### config.mk
export PLATFORM = sky130hd
export DESIGN_NAME = hct_ctrl
export DESIGN_NICKNAME = d
export VERILOG_FILES = /design/src/design/hct_pkg.sv /design/src/design/hct_ctrl.sv
export SDC_FILE = /design/constraint.sdc
export NUM_CORES = 1
export LEC_CHECK = 0
export ABC_AREA = 1
export BUFFER_PORTS_ARGS = -buffer_cell sky130_fd_sc_hd__clkbuf_2
export CAP_MARGIN = 20
export CORE_AREA = 2 2 39 41
export DETAILED_ROUTE_END_ITERATION = 12
export DIE_AREA = 0 0 41 43
export PLACE_DENSITY = 0.6
export SYNTH_ARGS = -nofsm -noshare
export SYNTH_HDL_FRONTEND = slang
export SYNTH_SLANG_ARGS = --single-unit
### constraint.sdc
create_clock -name i_clk -period 1.2 [get_ports i_clk]
set_clock_uncertainty 0.1 [all_clocks]
set_input_delay 0.18 -clock i_clk [delete_from_list [all_inputs] [get_ports i_clk]]
set_output_delay 0.18 -clock i_clk [all_outputs]
set_load 0.03 [all_outputs]
### src/design/hct_pkg.sv
`default_nettype none

package hct_pkg;

    // Default sizes of the tree store.
    localparam int NodeCountDef  = 512;
    localparam int MaxCodeLenDef = 15;
    localparam int SymbolBitsDef = 9;

    // Widths of the item fields.
    localparam int ModeW     = 2;
    localparam int CodeBitsW = 16;
    localparam int CodeLenW  = 4;
    localparam int SymInW    = 9;
    localparam int StatusW   = 3;
    localparam int SymOutW   = 9;

    // Stream word layout.
    localparam int InDataW  = 32;
    localparam int OutDataW = 16;
    localparam int CodeLsb  = 0;
    localparam int LenLsb   = CodeLsb + CodeBitsW;
    localparam int SymLsb   = LenLsb + CodeLenW;
    localparam int BitLsb   = SymLsb + SymInW;

    typedef enum logic [ModeW-1:0] {
        MODE_INSERT = 2'd0,
        MODE_DECODE = 2'd1,
        MODE_CLEAR  = 2'd2
    } t_mode;

    // Contents of one branch of a node.
    typedef enum logic [1:0] {
        KIND_EMPTY = 2'd0,
        KIND_NODE  = 2'd1,
        KIND_LEAF  = 2'd2
    } t_kind;

    typedef enum logic [StatusW-1:0] {
        ST_INSERTED = 3'd0,
        ST_SYMBOL   = 3'd1,
        ST_BAD_LEN  = 3'd2,
        ST_AMBIG    = 3'd3,
        ST_INVALID  = 3'd4,
        ST_FULL     = 3'd5,
        ST_CLEARED  = 3'd6
    } t_status;

    // Datapath operations issued by the controller.
    typedef enum logic [2:0] {
        OP_NONE,
        OP_LOAD,
        OP_ARM,
        OP_STEP,
        OP_STOP,
        OP_WRITE,
        OP_DEC,
        OP_CLEAR
    } t_dp_op;

    typedef struct packed {
        t_dp_op  op;
        logic    emit;
        t_status status;
    } t_dp_cmd;

    typedef struct packed {
        logic bad_len;
        logic conflict;
        logic stop;
        logic full;
        logic last;
        logic dec_node;
        logic dec_leaf;
        logic out_free;
    } t_dp_stat;

endpackage

`default_nettype wire

### src/design/hct_ctrl.sv
`default_nettype none

module hct_ctrl (
    input  wire logic                        i_clk,
    input  wire logic                        i_rst_n,
    input  wire logic                        i_s_tvalid,
    input  wire logic [hct_pkg::ModeW-1:0]   i_mode,
    output logic                             o_s_tready,
    input  wire hct_pkg::t_dp_stat           i_stat,
    output hct_pkg::t_dp_cmd                 o_cmd
);

    import hct_pkg::*;

    typedef enum logic [2:0] {
        S_IDLE,
        S_WALK,
        S_FULL,
        S_COMMIT,
        S_DEC
    } t_state;

    t_state  r_state;
    t_state  n_state;
    t_dp_cmd cmd;
    logic    accept;

    assign o_s_tready = (r_state == S_IDLE) && i_stat.out_free;
    assign accept     = i_s_tvalid && o_s_tready;

    // Next state and datapath command.
    always_comb begin
        n_state    = r_state;
        cmd.op     = OP_NONE;
        cmd.emit   = 1'b0;
        cmd.status = ST_INSERTED;
        unique case (r_state)
            S_IDLE: begin
                if (accept) begin
                    unique case (t_mode'(i_mode))
                        MODE_INSERT: begin
                            if (i_stat.bad_len) begin
                                cmd.emit   = 1'b1;
                                cmd.status = ST_BAD_LEN;
                            end else begin
                                cmd.op  = OP_LOAD;
                                n_state = S_WALK;
                            end
                        end
                        MODE_DECODE: begin
                            cmd.op  = OP_ARM;
                            n_state = S_DEC;
                        end
                        MODE_CLEAR: begin
                            cmd.op     = OP_CLEAR;
                            cmd.emit   = 1'b1;
                            cmd.status = ST_CLEARED;
                        end
                        default: begin
                            cmd.op = OP_NONE;
                        end
                    endcase
                end
            end
            S_WALK: begin
                if (i_stat.conflict) begin
                    cmd.emit   = 1'b1;
                    cmd.status = ST_AMBIG;
                    n_state    = S_IDLE;
                end else if (i_stat.stop) begin
                    cmd.op  = OP_STOP;
                    n_state = S_FULL;
                end else begin
                    cmd.op = OP_STEP;
                end
            end
            S_FULL: begin
                if (i_stat.full) begin
                    cmd.emit   = 1'b1;
                    cmd.status = ST_FULL;
                    n_state    = S_IDLE;
                end else begin
                    n_state = S_COMMIT;
                end
            end
            S_COMMIT: begin
                cmd.op = OP_WRITE;
                if (i_stat.last) begin
                    cmd.emit   = 1'b1;
                    cmd.status = ST_INSERTED;
                    n_state    = S_IDLE;
                end
            end
            S_DEC: begin
                cmd.op = OP_DEC;
                if (!i_stat.dec_node) begin
                    cmd.emit   = 1'b1;
                    cmd.status = i_stat.dec_leaf ? ST_SYMBOL : ST_INVALID;
                end
                n_state = S_IDLE;
            end
            default: begin
                n_state = S_IDLE;
            end
        endcase
    end

    assign o_cmd = cmd;

    // State register.
    always_ff @(posedge i_clk) begin
        if (!i_rst_n) begin
            r_state <= S_IDLE;
        end else begin
            r_state <= n_state;
        end
    end

`ifndef NO_ASSERTIONS
    // A result is only produced when the output register can take it.
    a_emit_free: assert property (@(posedge i_clk) disable iff (!i_rst_n)
        cmd.emit |-> i_stat.out_free)
        else $error("result produced while output register busy");

    // A commit sequence always follows a passed fullness check.
    a_commit_order: assert property (@(posedge i_clk) disable iff (!i_rst_n)
        (r_state == S_COMMIT) |-> ($past(r_state) == S_FULL || $past(r_state) == S_COMMIT))
        else $error("commit entered without fullness check");

    // Nothing is accepted while an item is in progress.
    a_one_item: assert property (@(posedge i_clk) disable iff (!i_rst_n)
        (r_state != S_IDLE) |-> !o_s_tready)
        else $error("ready raised during an item");
`endif

endmodule

`default_nettype wire

==> results of run 1 <==
-- synth_stat cells (all sizes together) --
master / count
a21oi: 2
dfxtp: 3
ha: 3
inv: 18
nand2: 13
nand3: 7
nand4: 5
nor2: 7
nor3: 2
o2111ai: 1
o211ai: 2
o21ai: 3
o31ai: 1
or2: 1
-- worst max path at each step --
| stage | start | to | slack, ns | cells after the start |
|---|---|---|---|---|
| 2_1_floorplan | r_state[1] | o_cmd[2] | -0.16 | 4 |
| 3_3_place_gp | i_mode[0] | o_cmd[3] | -0.30 | 8 |
| 3_5_place_dp | i_mode[0] | o_cmd[3] | -0.35 | 8 |
| 4_1_cts | r_state[0] | o_cmd[2] | -0.49 | 5 |
| 5_1_grt | r_state[1] | o_cmd[3] | -0.49 | 6 |
| 6_report | r_state[1] | o_cmd[3] | -0.46 | 6 |
-- metal layers --
metal / up-vias / routed length [um] / global-route usage
met5: - / 0 / 0
met4: 0 / 0 / 0.0200
met1: 264 / 558 / 0.177
met3: 0 / 42 / 0.0157
met2: 14 / 749 / 0.306
li1: 310 / - / -
-- critical path: cells and delay by family (launching register included) --
family	cells	cell delay [ns]
flip-flops	1	0.36
buffers and inverters	1	0.20
AO/OA/AOI/OAI	2	0.21
AND/OR/NAND/NOR	3	0.38
-- power groups by stage --
stage	combinational, mW	sequential, mW	clock [mW]
floorplan	0.114	0.107	0
global placement	0.191	0.107	0
detailed placement	0.195	0.107	0
CTS	0.224	0.106	0.178
global route	0.252	0.104	0.186
finish	0.237	0.104	0.170
-- logic make-up (layout without fill, tap and decap cells) --
group                    after synthesis  count (layout)  share of synthesized area
AND/OR/NAND/NOR                       35              35                      0.443
adder cells (fa/ha/maj)                3               3                     0.0857
flip-flops                             3               3                      0.137
buffers and inverters                 18              61                      0.154
AO/OA/AOI/OAI                          9               9                      0.180
-- repair_timing --
action | in CTS | in global routing
pin swaps | 7 | 3
resized for setup | 23 | 12
buffers inserted | 2 | 1
setup endpoints to repair | 11 | 11
gates cloned | 0 | 0
-- area by class of cell --
class | instances | share of cell area
multi-input combinational | 47 | 0.440
timing repair buffer | 39 | 0.355
inverter | 18 | 0.0767
sequential | 3 | 0.0753
clock buffer | 4 | 0.0298
tap | 16 | 0.0227
-- cells in the final DEF (no fill, tap or decap), types with 4 or more instances in the layout --
cell type | netlist | final
clkbuf_2 | 0 | 12
nand2_1 | 12 | 8
buf_4 | 0 | 19
inv_2 | 0 | 4
nor2_1 | 5 | 4
nand4_1 | 5 | 5
nand2_2 | 1 | 4
inv_1 | 18 | 14
buf_8 | 0 | 4
==> metrics.md, run 1 <==
| Metric | Value |
|---|---|
| Comb power frac | 0.463 |
| Storage element area | 66.3 um^2 |
| CORE AREA | 1380 um^2 |
| R2R Path End | r_state[0] |
| Min Clock Period, post-route | 1.66 ns |
| R2R cell count | 8 |
| Synthesized Nets | 84 |
| Initial Util | 0.316 |
| GRT Total Usage | 0.160 |
| DPL Wire Length | 1100 um |
| Clock tree from TritonCTS | built |
| Diode count | 0 |
| Syn Inst Count | 68 |
| Post-synthesis register bit count | 3 |
| Layout area overhead | 101% |
| Flop-to-flop setup slack | -0.08 ns |
| Cell Count Post-Placement | 121 |
| Final Max Tran Viols | 0 |
| Power Dens Cells | 580 nW/um^2 |
| Yosys warnings | 0 |
| Switch share | 0.337 |
| Die height | 43 um |
| Die X | 41 um |
| Clk_lat worst skew | 0.23 ns |
| Initial antenna violation count | 0 |
| Top flop regs | r_state x3 |
| Failing checks | setup timing |
| Post-synth top area share | 0.154 |
| WHS | 0.0935 ns |
| First-pass GRT wire length | 2000 um |
| Setup CP Type | reg2out |
| Layout cells sized above 1 | 0.622 |
| Worst path slowest cell | dfxtp_4 |
| RSZ-0062 raised after global routing | true |
| Max Freq | 604 MHz |
| Type of origin of the critical path | flop |
| Cell Chain, Critical Path | nor2_4 -> nand2_2 -> nor3_4 -> o21ai_2 -> o2111ai_2 -> clkbuf_8 |
| Worst r2r src | r_state[1] |
| Wire per inst | 10.6 um |
| DR iter-0 viols | 13 |
| Min-Delay Path Depth | 3 |
| Placed Area | 728 um^2 |
| Setup ws final | -0.456 ns |
| Crit-path max FO | 4 |
| Largest net degree at the start of global routing | 6 |
| Kind of end point of the critical path | output pin |
| DRC Markers | 0 |
| CTS clock-pin slew for the worst setup and hold paths | 0.03 ns |
| CP Data Arrival Time | 1.38 ns |
| Number of flip-flops in the largest register | 3 |
| Mapped Area | 438 um^2 |
| FP Rows | 14 |
| H-tree depth | 1 |
| Worst hold endpoint | r_state[1] |
| Area taken by multi-input logic gates | 388 um^2 |
| HP Start | i_rst_n |
| DR pass1 iterations | 4 |
| Max cap viols | 0 |
| Fill count | 126 |
| Count of cell types in the netlist | 20 |
| Setup TNS | -3.44 ns |
| Final non-filler cell area | 881 um^2 |
| Seq/Total Area, Yosys | 0.137 |
| Largest register by flop count | r_state |
| Nets | 128 |
| Worst VDD drop | 354 uV |
| Vias per cell | 4.63 |
| CP peak stage delay | 0.36 ns |
| Grt total ovfl | 0 |
| Die footprint | 1760 um^2 |
| Tcrit/Tclk final | 1.38 |
| Status | finished with violations |
| Leakage | 0.473 nW |
| Critical path required time | 0.92 ns |
| Fin util | 0.637 |
| Final hold viol count | 0 |
| CTS buffer count | 3 |
| Clock Path Buffers | 2 |
| Yosys top cell by area | inv_1 |
| P_int | 339 uW |
| Pre-CTS WS | -0.347 ns |
| Hold Buf Count CTS | 0 |
| CTS Sinks | 3 |
| CTS root buffer | clkbuf_4 |
| Ports | 21 |
| Antenna-violating nets left | 0 |
| Final Total Pwr | 511 uW |
| Synth Area per Inst | 6.44 um^2 |
| Hold Crit Class | in2reg |
| Worst-Margin Slew | 0.221 ns |
| Post-Layout Cell Count | 127 |
| Input/output buffers | 20 |
| Synth area leaders | inv_1 15%, dfxtp_1 14%, nand2_1 10% |
| Vias in the first global route | 517 |
| WL final | 1350 um |
| Clk pwr share | 0.333 |
| GPL Wtd Cong | 0.719 |
| Max-slew headroom | 0.852 |
| NetSw | 172 uW |
| Vias | 588 |
| Final setup viols | 11 |
| Reg power frac | 0.203 |
Note: power is estimated with default switching activity, not from simulation.
==> run 2, diff against run 1 <==
--- a/config.mk
+++ b/config.mk
@@ -8,10 +8,11 @@
 export ABC_AREA = 1
 export BUFFER_PORTS_ARGS = -buffer_cell sky130_fd_sc_hd__clkbuf_2
 export CAP_MARGIN = 20
-export CORE_AREA = 2 2 39 41
+export CORE_AREA = 3 3 40 42
 export DETAILED_ROUTE_END_ITERATION = 12
-export DIE_AREA = 0 0 41 43
+export DIE_AREA = 0 0 43 45
 export PLACE_DENSITY = 0.6
 export SYNTH_ARGS = -nofsm -noshare
 export SYNTH_HDL_FRONTEND = slang
 export SYNTH_SLANG_ARGS = --single-unit
+export TNS_END_PERCENT = 1
==> metrics.md, run 2 (same netlist as run 1, synthesis figures left out) <==
| Metric | Value |
|---|---|
| Status | finished with violations |
| Failing checks | setup timing |
| DR iter-0 viols | 12 |
| Antenna-violating nets left | 0 |
| RSZ-0062 raised after global routing | true |
| Worst VDD drop | 330 uV |
| Clk_lat worst skew | 0.24 ns |
| Power Dens Cells | 602 nW/um^2 |
| WL final | 1350 um |
| Wire per inst | 10.7 um |
| Storage element area | 66.3 um^2 |
| Final Total Pwr | 519 uW |
| GRT Total Usage | 0.153 |
| Type of origin of the critical path | flop |
| Hold Crit Class | in2reg |
| Die X | 43 um |
| Placed Area | 731 um^2 |
| Critical path required time | 0.92 ns |
| Worst hold endpoint | r_state[1] |
| Setup ws final | -0.505 ns |
| Leakage | 0.457 nW |
| Area taken by multi-input logic gates | 375 um^2 |
| Max Freq | 586 MHz |
| Initial Util | 0.341 |
| Clock Path Buffers | 2 |
| DR pass1 iterations | 4 |
| H-tree depth | 1 |
| Vias per cell | 4.80 |
| FP Rows | 13 |
| GR Layer Usage met3 | 0.0120 |
| Final Max Tran Viols | 0 |
| Min Clock Period, post-route | 1.71 ns |
| R2R Path End | r_state[0] |
| Layout area overhead | 96.9% |
| WHS | 0.105 ns |
| CTS Sinks | 3 |
| GPL Wtd Cong | 0.769 |
| Nets | 128 |
| Diode count | 0 |
| CTS clock-pin slew for the worst setup and hold paths | 0.04 ns |
| Largest net degree at the start of global routing | 6 |
| Ports | 21 |
| Worst-Margin Slew | 0.210 ns |
| Tcrit/Tclk final | 1.42 |
| Top flop regs | r_state x3 |
| R2R cell count | 7 |
| Die footprint | 1940 um^2 |
| Setup CP Type | reg2out |
| CTS root buffer | clkbuf_4 |
| Final non-filler cell area | 862 um^2 |
| Fill count | 119 |
| Final setup viols | 11 |
| Met2 usage | 0.296 |
| Most frequent cells in the layout | 19 x buf_4, 17 x inv_1, 12 x clkbuf_2, 10 x nand2_1 |
| Crit-path max FO | 5 |
| Die height | 45 um |
| Layout cells sized above 1 | 0.586 |
| Clock tree from TritonCTS | built |
| CTS buffer count | 3 |
| CORE AREA | 1280 um^2 |
| Flop-to-flop setup slack | -0.06 ns |
| HP Start | i_rst_n |
| DRC Markers | 0 |
| Post-CTS setup buffers | 0 |
| Leading cell type in the layout, fill and taps excluded | buf_4 |
| Number of flip-flops in the largest register | 3 |
| Largest register by flop count | r_state |
| CP Data Arrival Time | 1.43 ns |
| Gr busiest metal | met2 |
| Min-Delay Path Depth | 3 |
| Fin util | 0.671 |
| Initial antenna violation count | 0 |
| Kind of end point of the critical path | output pin |
| Max-slew headroom | 0.860 |
| Met1 Use GR | 0.175 |
| Worst r2r src | r_state[0] |
| Post-Layout Cell Count | 126 |
| First-pass GRT wire length | 2240 um |
| Input/output buffers | 20 |
| Vias | 605 |
| Hold Buf Count CTS | 0 |
| Grt total ovfl | 0 |
| Final hold viol count | 0 |
| Max cap viols | 0 |
| Vias in the first global route | 556 |
| DPL Wire Length | 1100 um |
| Cell Count Post-Placement | 122 |
-- run 2: through the flow --
stage	TNS [ns]	worst slack (ns)
6_report	-3.51	-0.505
5_1_grt	-4.46	-0.568
4_1_cts	-3.71	-0.525
3_3_place_gp	-2.27	-0.294
2_1_floorplan	-0.898	-0.177
3_5_place_dp	-2.44	-0.318
-- run 2: final cells by class --
class,count,share of cell area
tap,15,0.0218
inverter,18,0.0784
sequential,3,0.0769
timing repair buffer,39,0.357
clock buffer,4,0.0305
multi-input combinational,47,0.435
-- run 2: per-layer routing --
layer  share of wire  up-vias  wire (um)
li1                -      312          -
met1            0.40      270        537
met2            0.54       21        733
met3           0.052        2         70
met4          0.0089        0         12
met5               0        -          0
-- run 2: repair_timing --
| action | 4_1_cts | 5_1_grt |
|---|---|---|
| pin swaps | 1 | 1 |
| endpoints found under the setup margin | 11 | 11 |
| gates resized for setup | 18 | 14 |
-- run 2: worst max-delay path by stage --
stage                           to  startpoint  cells after the start
after detailed placement  o_cmd[1]   i_mode[0]                      9
after global routing      o_cmd[2]  r_state[1]                      5
after floorplan           o_cmd[2]  r_state[0]                      4
final                     o_cmd[2]  r_state[1]                      5
after CTS                 o_cmd[3]  r_state[0]                      7
after global placement    o_cmd[3]  r_state[2]                      7
-- run 2: worst max-delay path, cell delays in order (launching register included) --
cell	delay, ns
dfxtp_4	0.36
nor2_4	0.11
nand2_1	0.09
or2_4	0.27
o211ai_4	0.20
buf_8	0.15
-- run 2: power breakdown --
| part | internal (mW) | switching (mW) | total (mW) |
|---|---|---|---|
| combinational | 0.109 | 0.119 | 0.227 |
| clock | 0.125 | 0.0638 | 0.189 |
| sequential | 0.100 | 0.00239 | 0.103 |
